<file path="src/hw/rtl/dad_pkg.sv">
// Package: types, microcode table and calendar helpers for date_add_days.
package dad_pkg;

  localparam int MAX_OFFSET_DEF = 65535;
  localparam int OFF_W          = 17;
  localparam int CFG_IDX_W      = 2;
  localparam int CFG_DATA_W     = 14;

  localparam logic [4:0]  DAY_RESET   = 5'd1;
  localparam logic [3:0]  MONTH_RESET = 4'd1;
  localparam logic [13:0] YEAR_RESET  = 14'd2000;
  localparam logic [3:0]  MONTH_JAN   = 4'd1;
  localparam logic [3:0]  MONTH_FEB   = 4'd2;
  localparam logic [3:0]  MONTH_DEC   = 4'd12;
  localparam logic [13:0] YEAR_MIN    = 14'd1;
  localparam logic [13:0] YEAR_MAX    = 14'd9999;
  localparam logic [4:0]  LEN_31      = 5'd31;
  localparam logic [4:0]  LEN_30      = 5'd30;
  localparam logic [4:0]  LEN_29      = 5'd29;
  localparam logic [4:0]  LEN_28      = 5'd28;

  typedef enum logic [CFG_IDX_W-1:0] {
    CFG_START_DAY   = 2'd0,
    CFG_START_MONTH = 2'd1,
    CFG_START_YEAR  = 2'd2
  } dad_cfg_e;

  typedef enum logic [2:0] {
    OP_NONE = 3'd0,
    OP_LOAD = 3'd1,
    OP_FWD  = 3'd2,
    OP_BWD  = 3'd3,
    OP_EMIT = 3'd4
  } dad_op_e;

  typedef enum logic [2:0] {
    CND_ALWAYS   = 3'd0,
    CND_IN_VALID = 3'd1,
    CND_DAY_GT   = 3'd2,
    CND_DAY_LT1  = 3'd3,
    CND_OUT_FREE = 3'd4
  } dad_cond_e;

  typedef logic [2:0] dad_pc_t;

  localparam dad_pc_t PC_IDLE   = 3'd0;
  localparam dad_pc_t PC_SETTLE = 3'd1;
  localparam dad_pc_t PC_FWD    = 3'd2;
  localparam dad_pc_t PC_BWD    = 3'd3;
  localparam dad_pc_t PC_EMIT   = 3'd4;

  typedef struct packed {
    dad_op_e   op;
    dad_cond_e cond;
    dad_pc_t   tgt_true;
    dad_pc_t   tgt_false;
  } dad_cw_t;

  // control from sequencer to datapath
  typedef struct packed {
    dad_op_e op;
    logic    en;
    logic    idle;
  } dad_ctl_t;

  // status from datapath to sequencer
  typedef struct packed {
    logic day_gt;
    logic day_lt1;
    logic out_free;
  } dad_stat_t;

  function automatic dad_cw_t ucode(input dad_pc_t pc);
    dad_cw_t cw;
    case (pc)
      PC_IDLE:   cw = '{OP_LOAD, CND_IN_VALID, PC_SETTLE, PC_IDLE};
      PC_SETTLE: cw = '{OP_NONE, CND_ALWAYS,   PC_FWD,    PC_FWD};
      PC_FWD:    cw = '{OP_FWD,  CND_DAY_GT,   PC_FWD,    PC_BWD};
      PC_BWD:    cw = '{OP_BWD,  CND_DAY_LT1,  PC_BWD,    PC_EMIT};
      PC_EMIT:   cw = '{OP_EMIT, CND_OUT_FREE, PC_IDLE,   PC_EMIT};
      default:   cw = '{OP_NONE, CND_ALWAYS,   PC_IDLE,   PC_IDLE};
    endcase
    return cw;
  endfunction

  // leap: 4 | y and (25 does not divide y, or 16 | y)
  function automatic logic is_leap(input logic [13:0] y);
    logic [27:0] prod;
    logic [13:0] q;
    logic [13:0] r;
    prod = {14'd0, y} * 28'd2621;
    q    = {2'b00, prod[27:16]};
    r    = y - 14'(q * 14'd25);
    if (r >= 14'd25) begin
      r = r - 14'd25;
    end
    return (y[1:0] == 2'b00) && ((r != 14'd0) || (y[3:0] == 4'd0));
  endfunction

  function automatic logic [4:0] month_len(input logic [3:0] m, input logic leap);
    logic [4:0] len;
    case (m)
      MONTH_FEB:                  len = leap ? LEN_29 : LEN_28;
      4'd4, 4'd6, 4'd9, 4'd11:    len = LEN_30;
      default:                    len = LEN_31;
    endcase
    return len;
  endfunction

endpackage

</file>
<file path="src/hw/rtl/date_add_days.sv">
// Top level: adds a signed day offset to a configured Gregorian date.
//
//  channel  | direction | transfer carries
//  s_axis   | in        | tdata: day_offset
//  m_axis   | out       | tdata: result_day, result_month, result_year; tuser: out_of_range
//  cfg      | in        | cfg_index_i, cfg_data_i (register write)
//
// An item is loaded in the idle step and then passes the settle step, the forward
// and backward month-step loops of the microcode and the emit step, which waits
// for the output register to be free. Reset clears the step counter, the output
// valid and the start date (2000-01-01). A result waits in the output register
// while m_axis_tready is low; the next item is taken once it has been handed to
// that register.
module date_add_days #(
  parameter int MaxOffset = dad_pkg::MAX_OFFSET_DEF
) (
  input  logic                           clk_i,
  input  logic                           rst_ni,
  input  logic                           s_axis_tvalid,
  output logic                           s_axis_tready,
  input  logic [23:0]                    s_axis_tdata,  // [16:0] day_offset
  output logic                           m_axis_tvalid,
  input  logic                           m_axis_tready,
  output logic [23:0]                    m_axis_tdata,  // [4:0] result_day, [8:5] result_month,
                                                        // [22:9] result_year
  output logic                           m_axis_tuser,  // [0] out_of_range
  input  logic                           cfg_valid_i,
  output logic                           cfg_ready_o,
  input  logic [dad_pkg::CFG_IDX_W-1:0]  cfg_index_i,
  input  logic [dad_pkg::CFG_DATA_W-1:0] cfg_data_i
);
  import dad_pkg::*;

  dad_ctl_t    ctl;
  dad_stat_t   stat;
  logic [4:0]  res_day;
  logic [3:0]  res_month;
  logic [13:0] res_year;
  logic        res_flag;

  dad_useq u_useq (
    .clk_i      (clk_i),
    .rst_ni     (rst_ni),
    .in_valid_i (s_axis_tvalid),
    .stat_i     (stat),
    .ctl_o      (ctl)
  );

  dad_datapath #(
    .MaxOffset (MaxOffset)
  ) u_datapath (
    .clk_i       (clk_i),
    .rst_ni      (rst_ni),
    .cfg_we_i    (cfg_valid_i),
    .cfg_index_i (cfg_index_i),
    .cfg_data_i  (cfg_data_i),
    .offset_i    (s_axis_tdata[OFF_W-1:0]),
    .ctl_i       (ctl),
    .stat_o      (stat),
    .out_ready_i (m_axis_tready),
    .out_valid_o (m_axis_tvalid),
    .res_day_o   (res_day),
    .res_month_o (res_month),
    .res_year_o  (res_year),
    .res_flag_o  (res_flag)
  );

  assign s_axis_tready = ctl.idle;
  assign cfg_ready_o   = 1'b1;
  assign m_axis_tdata  = {1'b0, res_year, res_month, res_day};
  assign m_axis_tuser  = res_flag;

endmodule

</file>
<file path="src/hw/rtl/dad_useq.sv">
// Microcode sequencer: step counter, control ROM and conditional jumps.
module dad_useq (
  input  logic              clk_i,
  input  logic              rst_ni,
  input  logic              in_valid_i,
  input  dad_pkg::dad_stat_t stat_i,
  output dad_pkg::dad_ctl_t  ctl_o
);
  import dad_pkg::*;

  dad_pc_t pc_q, pc_d;
  dad_cw_t cw;
  logic    cond;

  always_comb begin
    cw = ucode(pc_q);
    case (cw.cond)
      CND_ALWAYS:   cond = 1'b1;
      CND_IN_VALID: cond = in_valid_i;
      CND_DAY_GT:   cond = stat_i.day_gt;
      CND_DAY_LT1:  cond = stat_i.day_lt1;
      CND_OUT_FREE: cond = stat_i.out_free;
      default:      cond = 1'b0;
    endcase
    pc_d = cond ? cw.tgt_true : cw.tgt_false;
  end

  assign ctl_o.op   = cw.op;
  assign ctl_o.en   = cond;
  assign ctl_o.idle = (pc_q == PC_IDLE);

  always_ff @(posedge clk_i or negedge rst_ni) begin
    if (!rst_ni) begin
      pc_q <= PC_IDLE;
    end else begin
      pc_q <= pc_d;
    end
  end

endmodule

</file>
<file path="src/hw/rtl/dad_datapath.sv">
// Datapath: config registers, day/month/year walk registers, output register.
module dad_datapath #(
  parameter int MaxOffset = dad_pkg::MAX_OFFSET_DEF
) (
  input  logic                            clk_i,
  input  logic                            rst_ni,
  input  logic                            cfg_we_i,
  input  logic [dad_pkg::CFG_IDX_W-1:0]   cfg_index_i,
  input  logic [dad_pkg::CFG_DATA_W-1:0]  cfg_data_i,
  input  logic signed [dad_pkg::OFF_W-1:0] offset_i,
  input  dad_pkg::dad_ctl_t               ctl_i,
  output dad_pkg::dad_stat_t              stat_o,
  input  logic                            out_ready_i,
  output logic                            out_valid_o,
  output logic [4:0]                      res_day_o,
  output logic [3:0]                      res_month_o,
  output logic [13:0]                     res_year_o,
  output logic                            res_flag_o
);
  import dad_pkg::*;

  localparam int DayRaw = $clog2(MaxOffset + 32) + 2;
  localparam int DayW   = (DayRaw > OFF_W + 1) ? DayRaw : OFF_W + 1;
  localparam logic signed [DayW-1:0] MaxOff = DayW'(MaxOffset);

  logic [4:0]  start_day_q;
  logic [3:0]  start_month_q;
  logic [13:0] start_year_q;

  logic signed [DayW-1:0] day_q;
  logic [3:0]  m_q;
  logic [13:0] y_q;
  logic        flag_q;
  logic        leap_q;

  logic        out_valid_q;
  logic [4:0]  res_day_q;
  logic [3:0]  res_month_q;
  logic [13:0] res_year_q;
  logic        res_flag_q;

  logic signed [DayW-1:0] off_ext, off_sat;
  logic [3:0]  m_clamp;
  logic [13:0] y_clamp;
  logic [4:0]  len_cur, len_prev;
  logic        emit;

  always_ff @(posedge clk_i or negedge rst_ni) begin
    if (!rst_ni) begin
      start_day_q   <= DAY_RESET;
      start_month_q <= MONTH_RESET;
      start_year_q  <= YEAR_RESET;
    end else if (cfg_we_i) begin
      case (cfg_index_i)
        CFG_START_DAY:   start_day_q   <= cfg_data_i[4:0];
        CFG_START_MONTH: start_month_q <= cfg_data_i[3:0];
        CFG_START_YEAR:  start_year_q  <= cfg_data_i;
        default:         ;
      endcase
    end
  end

  always_comb begin
    off_ext = DayW'(offset_i);
    if (off_ext > MaxOff) begin
      off_sat = MaxOff;
    end else if (off_ext < -MaxOff) begin
      off_sat = -MaxOff;
    end else begin
      off_sat = off_ext;
    end
    if (start_month_q < MONTH_JAN) begin
      m_clamp = MONTH_JAN;
    end else if (start_month_q > MONTH_DEC) begin
      m_clamp = MONTH_DEC;
    end else begin
      m_clamp = start_month_q;
    end
    if (start_year_q < YEAR_MIN) begin
      y_clamp = YEAR_MIN;
    end else if (start_year_q > YEAR_MAX) begin
      y_clamp = YEAR_MAX;
    end else begin
      y_clamp = start_year_q;
    end
    len_cur  = month_len(m_q, leap_q);
    len_prev = month_len(m_q - 4'd1, leap_q);
  end

  assign stat_o.day_gt   = day_q > $signed({{(DayW-5){1'b0}}, len_cur});
  assign stat_o.day_lt1  = day_q[DayW-1] || (day_q == '0);
  assign stat_o.out_free = !out_valid_q || out_ready_i;

  // leap bit is registered from y_q; only read while m_q is February, or March for len_prev
  always_ff @(posedge clk_i) begin
    leap_q <= is_leap(y_q);
  end

  always_ff @(posedge clk_i) begin
    if (ctl_i.en) begin
      case (ctl_i.op)
        OP_LOAD: begin
          day_q  <= $signed({{(DayW-5){1'b0}}, start_day_q}) + off_sat;
          m_q    <= m_clamp;
          y_q    <= y_clamp;
          flag_q <= 1'b0;
        end
        OP_FWD: begin
          if (m_q == MONTH_DEC) begin
            if (y_q == YEAR_MAX) begin
              flag_q <= 1'b1;
              day_q  <= DayW'(LEN_31);
            end else begin
              day_q <= day_q - $signed({{(DayW-5){1'b0}}, len_cur});
              m_q   <= MONTH_JAN;
              y_q   <= y_q + 14'd1;
            end
          end else begin
            day_q <= day_q - $signed({{(DayW-5){1'b0}}, len_cur});
            m_q   <= m_q + 4'd1;
          end
        end
        OP_BWD: begin
          if (m_q == MONTH_JAN) begin
            if (y_q == YEAR_MIN) begin
              flag_q <= 1'b1;
              day_q  <= DayW'(1);
            end else begin
              day_q <= day_q + $signed({{(DayW-5){1'b0}}, LEN_31});
              m_q   <= MONTH_DEC;
              y_q   <= y_q - 14'd1;
            end
          end else begin
            day_q <= day_q + $signed({{(DayW-5){1'b0}}, len_prev});
            m_q   <= m_q - 4'd1;
          end
        end
        default: ;
      endcase
    end
  end

  assign emit = ctl_i.en && (ctl_i.op == OP_EMIT);

  always_ff @(posedge clk_i or negedge rst_ni) begin
    if (!rst_ni) begin
      out_valid_q <= 1'b0;
    end else if (emit) begin
      out_valid_q <= 1'b1;
    end else if (out_ready_i) begin
      out_valid_q <= 1'b0;
    end
  end

  always_ff @(posedge clk_i) begin
    if (emit) begin
      res_day_q   <= day_q[4:0];
      res_month_q <= m_q;
      res_year_q  <= y_q;
      res_flag_q  <= flag_q;
    end
  end

  assign out_valid_o = out_valid_q;
  assign res_day_o   = res_day_q;
  assign res_month_o = res_month_q;
  assign res_year_o  = res_year_q;
  assign res_flag_o  = res_flag_q;

endmodule
</file>
<file path="config.mk">
export PLATFORM = sky130hd
export DESIGN_NAME = date_add_days
export DESIGN_NICKNAME = d
export VERILOG_FILES = /design/src/hw/rtl/dad_pkg.sv /design/src/hw/rtl/date_add_days.sv /design/src/hw/rtl/dad_useq.sv /design/src/hw/rtl/dad_datapath.sv
export SDC_FILE = /design/constraint.sdc
export NUM_CORES = 1
export LEC_CHECK = 0
export BUFFER_PORTS_ARGS = -buffer_cell sky130_fd_sc_hd__buf_2
export CORE_MARGIN = 3
export CORE_UTILIZATION = 60
export CTS_BUF_LIST = sky130_fd_sc_hd__clkbuf_8
export CTS_CLUSTER_DIAMETER = 80
export DETAILED_ROUTE_END_ITERATION = 12
export MAX_ROUTING_LAYER = met4
export PLACE_DENSITY = 0.87
export SLEW_MARGIN = 0
export SYNTH_ARGS = -nofsm -noshare
export SYNTH_HDL_FRONTEND = slang
export SYNTH_SLANG_ARGS = --single-unit
</file>
<file path="constraint.sdc">
create_clock -name clk_i -period 13.59 [get_ports clk_i]
set_input_delay 0.6795 -clock clk_i [delete_from_list [all_inputs] [get_ports clk_i]]
set_output_delay 0.6795 -clock clk_i [all_outputs]
set_load 0.1 [all_outputs]
</file>
# --- After elaboration in Yosys (flattened, before gate mapping) ---
# Cells that the tools add are included.
totals:
  ff_bits: 90
  input_bits: 45
  elab_cells: 129
classes:
  n_addsub: 10
  multipliers: 2
  n_lt_le_gt_ge: 8
  eq_ne: 36
  mux: 35
  n_reduce_logical: 24
ops:
  columns: ["op", "n"]
  rows:
  - ["$mux 19", 6]
  - ["$mux 14", 7]
  - ["$pmux 12 s5", 1]
  - ["$pmux 19 s3", 1]
  - ["$pmux 14 s3", 1]
  - ["$mul 14x12->26 const B", 1]
  - ["$mux 4", 6]
  - ["$eq 4x4->1 const B", 5]
  - ["$pmux 5 s2", 2]
  - ["$add 19x6->19", 1]
  - ["$add 19x6->19 const B", 1]
  - ["$add 6x19->19", 1]
  - ["$gt 19x6->1", 1]
  - ["$logic_not 19->1", 1]
  - ["$sub 19x6->19", 1]
  - ["$eq 3x2->1 const B", 6]
  - ["$gt 17x17->1 const B", 1]
  - ["$lt 17x17->1 const B", 1]
  - ["$eq 4x3->1 const B", 4]
  - ["$add 14x1->14 const B", 1]
  - ["$eq 14x1->1 const B", 1]
  - ["$eq 14x14->1 const B", 1]
  - ["$ge 14x5->1 const B", 1]
  - ["$gt 14x14->1 const B", 1]
  - ["other kinds (36)", 62]

# --- Depth between registers and ports, before layout ---
logic_depth:
  depth_word: 8
  ltp_mapped: 39
  ltp_nobuf: 38

# --- Modules after synthesis ---
# A second synthesis with hierarchy kept.
unflattened:
  hier_cells: 1200
  hier_area_um2: 11145.7
by_module_without_submodules:
  columns: ["module", "instances", "cells_each", "area_per_inst_um2", "seq_area_each_um2"]
  rows:
  - ["dad_datapath", 1, 1171, 10857.9, 2492.4]
  - ["dad_useq", 1, 25, 265.3, 75.1]
  - ["date_add_days", 1, 4, 22.5, 0.0]

# --- Worst setup path before layout ---
# No wires, ideal clock.
synth_timing:
  path_type: "reg-to-reg"
  startpoint: "register u_datapath.y_q[10]"
  endpoint: "register u_datapath.leap_q"
  setup_ns: 0.138
  arrival_time_ns: 9.207
  slack_ns: 4.244
  stages_incl_launch_ff: 38
  cell_sequence: "edfxtp_1 -> fa_1 -> ha_1 -> inv_1 -> fa_1 -> inv_1 -> fa_1 -> inv_1 -> fa_1 -> inv_1 -> ha_1 -> and4_4 -> and2_4 -> a211oi_4 -> a21oi_1 -> o21a_1 -> o21a_1 -> o211ai_1 -> [... 2 more ...] -> o21bai_1 -> xnor2_1 -> ha_1 -> inv_1 -> fa_1 -> inv_1 -> fa_1 -> inv_1 -> ha_1 -> nand2_1 -> nor4b_1 -> a41oi_1 -> a21oi_1 -> o211ai_1 -> nor4_2 -> a41oi_1 -> a2111oi_0 -> a31oi_1"
synth_between:
  elab_chain_len: 8
  elab_cells_between_ends: 9
  classes_between: "2 x add/sub; 2 x mul; 1 x order compare; 1 x mux; 3 x reduce/logical"
synth_lines:
  columns: ["element", "line", "text"]
  rows:
  - ["start: declaration", "dad_datapath.sv:32", "logic [13:0] y_q;"]
  - ["start signal: assignment", "dad_datapath.sv:105", "y_q <= y_clamp;"]
  - ["start signal: assignment", "dad_datapath.sv:116", "y_q <= y_q + 14'd1;"]
  - ["start signal: assignment", "dad_datapath.sv:131", "y_q <= y_q - 14'd1;"]
  - ["$mul 14x12->26", "dad_pkg.sv:91", "prod = {14'd0, y} * 28'd2621;"]
  - ["$mul 10x5->14", "dad_pkg.sv:93", "r = y - 14'(q * 14'd25);"]
  - ["$sub 14x14->14 (*)", "dad_pkg.sv:93", null]
  - ["$sub 14x5->14 or $ge 14x5->1 (tied branches)", "dad_pkg.sv:95, dad_pkg.sv:94", null]
  - ["$mux 14 (*)", "dad_pkg.sv:94", "if (r >= 14'd25) begin"]
  - ["$reduce_bool 14->1 (*)", "dad_pkg.sv:97", "return (y[1:0] == 2'b00) && ((r != 14'd0) || (y[3:0] == 4'd0));"]
  - ["$logic_or 1x1->1 (*)", "dad_pkg.sv:97", null]
  - ["$logic_and 1x1->1 (*)", "dad_pkg.sv:97", null]
  - ["end signal: assignment", "dad_datapath.sv:96", "leap_q <= is_leap(y_q);"]
  - ["end: declaration", "dad_datapath.sv:34", "logic leap_q;"]
# Every way passes the cells marked *; elsewhere a longest branch is shown, timed or not.
# A chain may end at the register's enable or synchronous reset.

# --- Worst setup path in the final report ---
# Same ends and word-level chain as after synthesis.

==> key figures <==
Status
  • Status: finished, final reports clean

Global route
  • Largest net degree at the start of global routing: 40
  • Total global routing track utilization: 0.290
  • Grt ovf: 0
  • First-pass GRT wire length: 45700 um
  • Vias in the first global route: 9221
  • Antenna violations before repair: 0

Drt
  • Vias per inst: 6.30
  • First drt pass iteration count: 5
  • DR DRC count: 0
  • Wire length per cell: 18.8 um
  • Vias: 9279
  • Final ANT Viol Nets: 0
  • Final WL: 27700 um
  • Initial DRC count: 849

Clocking
  • Post-cts resize count: 0
  • Root Buffer: clkbuf_8
  • Total clock sinks: 90
  • CTS clk-pin slew, worst paths: 0.10 ns
  • H-tree lvl count: 3
  • Clock buffer depth: 2
  • Postcts setup bufs: 0
  • CTS Hold Bufs: 0
  • Clock buffer count from CTS: 9
  • CTS tree: built
  • Worst skew pair latency: 0.40 ns

Final layout
  • Post-route cell area: 0.0118 mm^2
  • Final Util: 0.654
  • Fillers: 1386
  • Layout cells sized above 1: 0.115
  • NumNets Final: 1527
  • P&R area growth vs syn: 6.14%
  • Diode count: 0

Worst setup path
  • Worst Setup End Kind: flip-flop
  • Startpoint types: flip-flop
  • Slowest-stage cell, CP: edfxtp_1
  • Worst-case reg-to-reg path depth: 37
  • Crit-path max FO: 12
  • WP data arrival: 11.45 ns
  • Worst path required time: 13.85 ns
  • Critical setup path kind: reg2reg
  • Max incr delay on CP: 0.83 ns
  • Worst R2R Setup Slack: 2.40 ns
  • Reg-to-reg endpoint: u_datapath.leap_q
  • Launching point of the worst reg2reg path: u_datapath.y_q[10]

Job
  • Maxcap violations: 0

Synth
  • Area of the mapped netlist: 0.0111 mm^2
  • Multiplexer share of the synthesized area: 0.0380
  • Xor/xnor share of the synthesized area: 0.0574
  • Post-synthesis register bit count: 90
  • Adder-Cell Fraction of Synth Area: 0.321
  • Top FF cell, synth: edfxtp_1
  • Netlist cell types: 85
  • Post-synth ARST share: 0.300
  • EDFF count, synth: 62
  • Largest family of logic cells by synthesized area: adder cells
  • Synth Area in Simple Gates: 0.147
  • Post-synthesis compound-gate area fraction: 0.140
  • Mapped Nets: 1490
  • Avg Inst Size Synth: 9.28 um^2
  • Post-synthesis instance total: 1201
  • Synth warn: 0
  • Fraction of the yosys area taken by sequential cells: 0.230

Placed design
  • Routability congestion estimate: 1.00
  • Post-DP HPWL: 21600 um
  • Dpl cell area: 0.0116 mm^2
  • Port Buffers: 63

Die
  • Initial Utilization: 0.616
  • # rows: 49
  • Core area: 0.0181 mm^2
  • Ports: 73
  • Die height: 142 um
  • Die width: 142 um
  • Die ar.: 0.0202 mm^2

Timing
  • Fin crit share: 0.824
  • Slew Viols, Final: 0
  • Max Fclk: 0.0893 GHz
  • Min Tclk post-route: 11.19 ns
  • Final Setup Violations: 0
  • Final Skew: 0.0166 ns
  • Final TNS setup: 0 ns
  • Max-Slew Margin vs Limit: 0.268
  • Fin Hold WS: 0.299 ns
  • Least-Margin Pin Slew: 1.09 ns
  • Final Hold Viols: 0
  • Unrepaired setup endpoints after global routing: false

Min path
  • Hold Crit Class: in2async
==> cell families (layout without fill, tap and decap cells) <==
logic type / after synthesis / count (layout)
flops: 90 / 90
other cells: 2 / 2
fa+ha+maj: 244 / 244
buf+inv: 190 / 232
mux: 36 / 36
xor+xnor: 73 / 73
simple gates: 326 / 326
compound gates: 240 / 240
==> critical path, delay by kind of cell (launching register included) <==
kind,cells,cell delay [ns]
buf+inv,6,0.46
flops,1,0.83
simple gates,7,1.88
compound gates,13,3.34
fa+ha+maj,10,4.34
xor+xnor,1,0.24
==> synthesized netlist by cell type (12+ instances only) <==
cell type,number,share of area
edfxtp_1,62,0.17
inv_1,149,0.050
o21ai_0,76,0.034
xnor2_1,48,0.038
nor2b_1,15,0.0084
clkbuf_1,33,0.011
o22ai_1,12,0.0067
mux2_2,26,0.026
ha_1,174,0.20
nor3_1,26,0.012
nor2_1,79,0.027
nand4_1,14,0.0079
a21oi_1,49,0.022
fa_1,70,0.13
nand2_1,87,0.029
nand3_1,31,0.014
xor2_1,25,0.020
dfrtp_1,19,0.043
==> cell usage in the layout, fill, tap and decap left out, types with 26 or more instances in the layout <==
cell,Yosys,final
mux2_2,26,26
nor3_1,26,26
edfxtp_1,62,62
nand2_1,87,87
buf_2,5,63
fa_1,70,70
inv_1,149,149
nor2_1,79,79
ha_1,174,174
a21oi_1,49,48
nand3_1,31,31
o21ai_0,76,76
xnor2_1,48,48
==> state kept, by name, indices dropped and copies added (netlist names) <==
signal	cells
u_datapath.leap_q	1
u_datapath.res_day_o	5
u_datapath.flag_q	1
u_datapath.y_q	14
u_datapath.res_month_o	4
u_datapath.out_valid_o	1
u_datapath.m_q	4
u_datapath.start_year_q	14
u_datapath.start_month_q	4
u_datapath.day_q	19
u_useq.pc_q	3
u_datapath.res_year_o	14
u_datapath.start_day_q	5
u_datapath.res_flag_o	1
==> area by class of cell <==
type	count	area (um^2)	share of cell area
Tap cell	229	287	0.0242
Sequential cell	90	2570	0.217
Clock inverter	6	78.8	0.00667
Inverter	149	559	0.0473
Multi-Input combinational cell	921	7850	0.664
Timing Repair Buffer	67	345	0.0292
Clock buffer	10	138	0.0116
==> routing by layer <==
layer | share of wire | wire length, um | track usage | vias to the layer above
met5 | 0 | 0 | - | -
met4 | 0.027 | 735 | 0.0788 | 0
met3 | 0.073 | 2020 | 0.0376 | 67
met2 | 0.48 | 13300 | 0.477 | 467
met1 | 0.42 | 11700 | 0.380 | 4463
li1 | - | - | - | 4282
==> how the worst max path moves through the flow <==
stage / start / to / slack, ns / cells after the start
2_1_floorplan: u_datapath.y_q[10] / u_datapath.leap_q / 4.24 / 37
3_3_place_gp: u_datapath.y_q[10] / u_datapath.leap_q / 2.95 / 37
3_5_place_dp: u_datapath.y_q[10] / u_datapath.leap_q / 2.71 / 37
4_1_cts: u_datapath.y_q[10] / u_datapath.leap_q / 2.57 / 37
5_1_grt: u_datapath.y_q[10] / u_datapath.leap_q / 1.71 / 37
6_report: u_datapath.y_q[10] / u_datapath.leap_q / 2.40 / 37
==> through the flow <==
stage	std cells	worst slack, ns
final	1472	2.40
after detailed placement	1456	2.71
after global placement	1456	2.95
after floorplan	1201	4.24
after CTS	1472	2.57
after global routing	1472	1.71
Power is not shown: default switching activity piles up to over one toggle a cycle in this logic, so the estimate is an artifact.
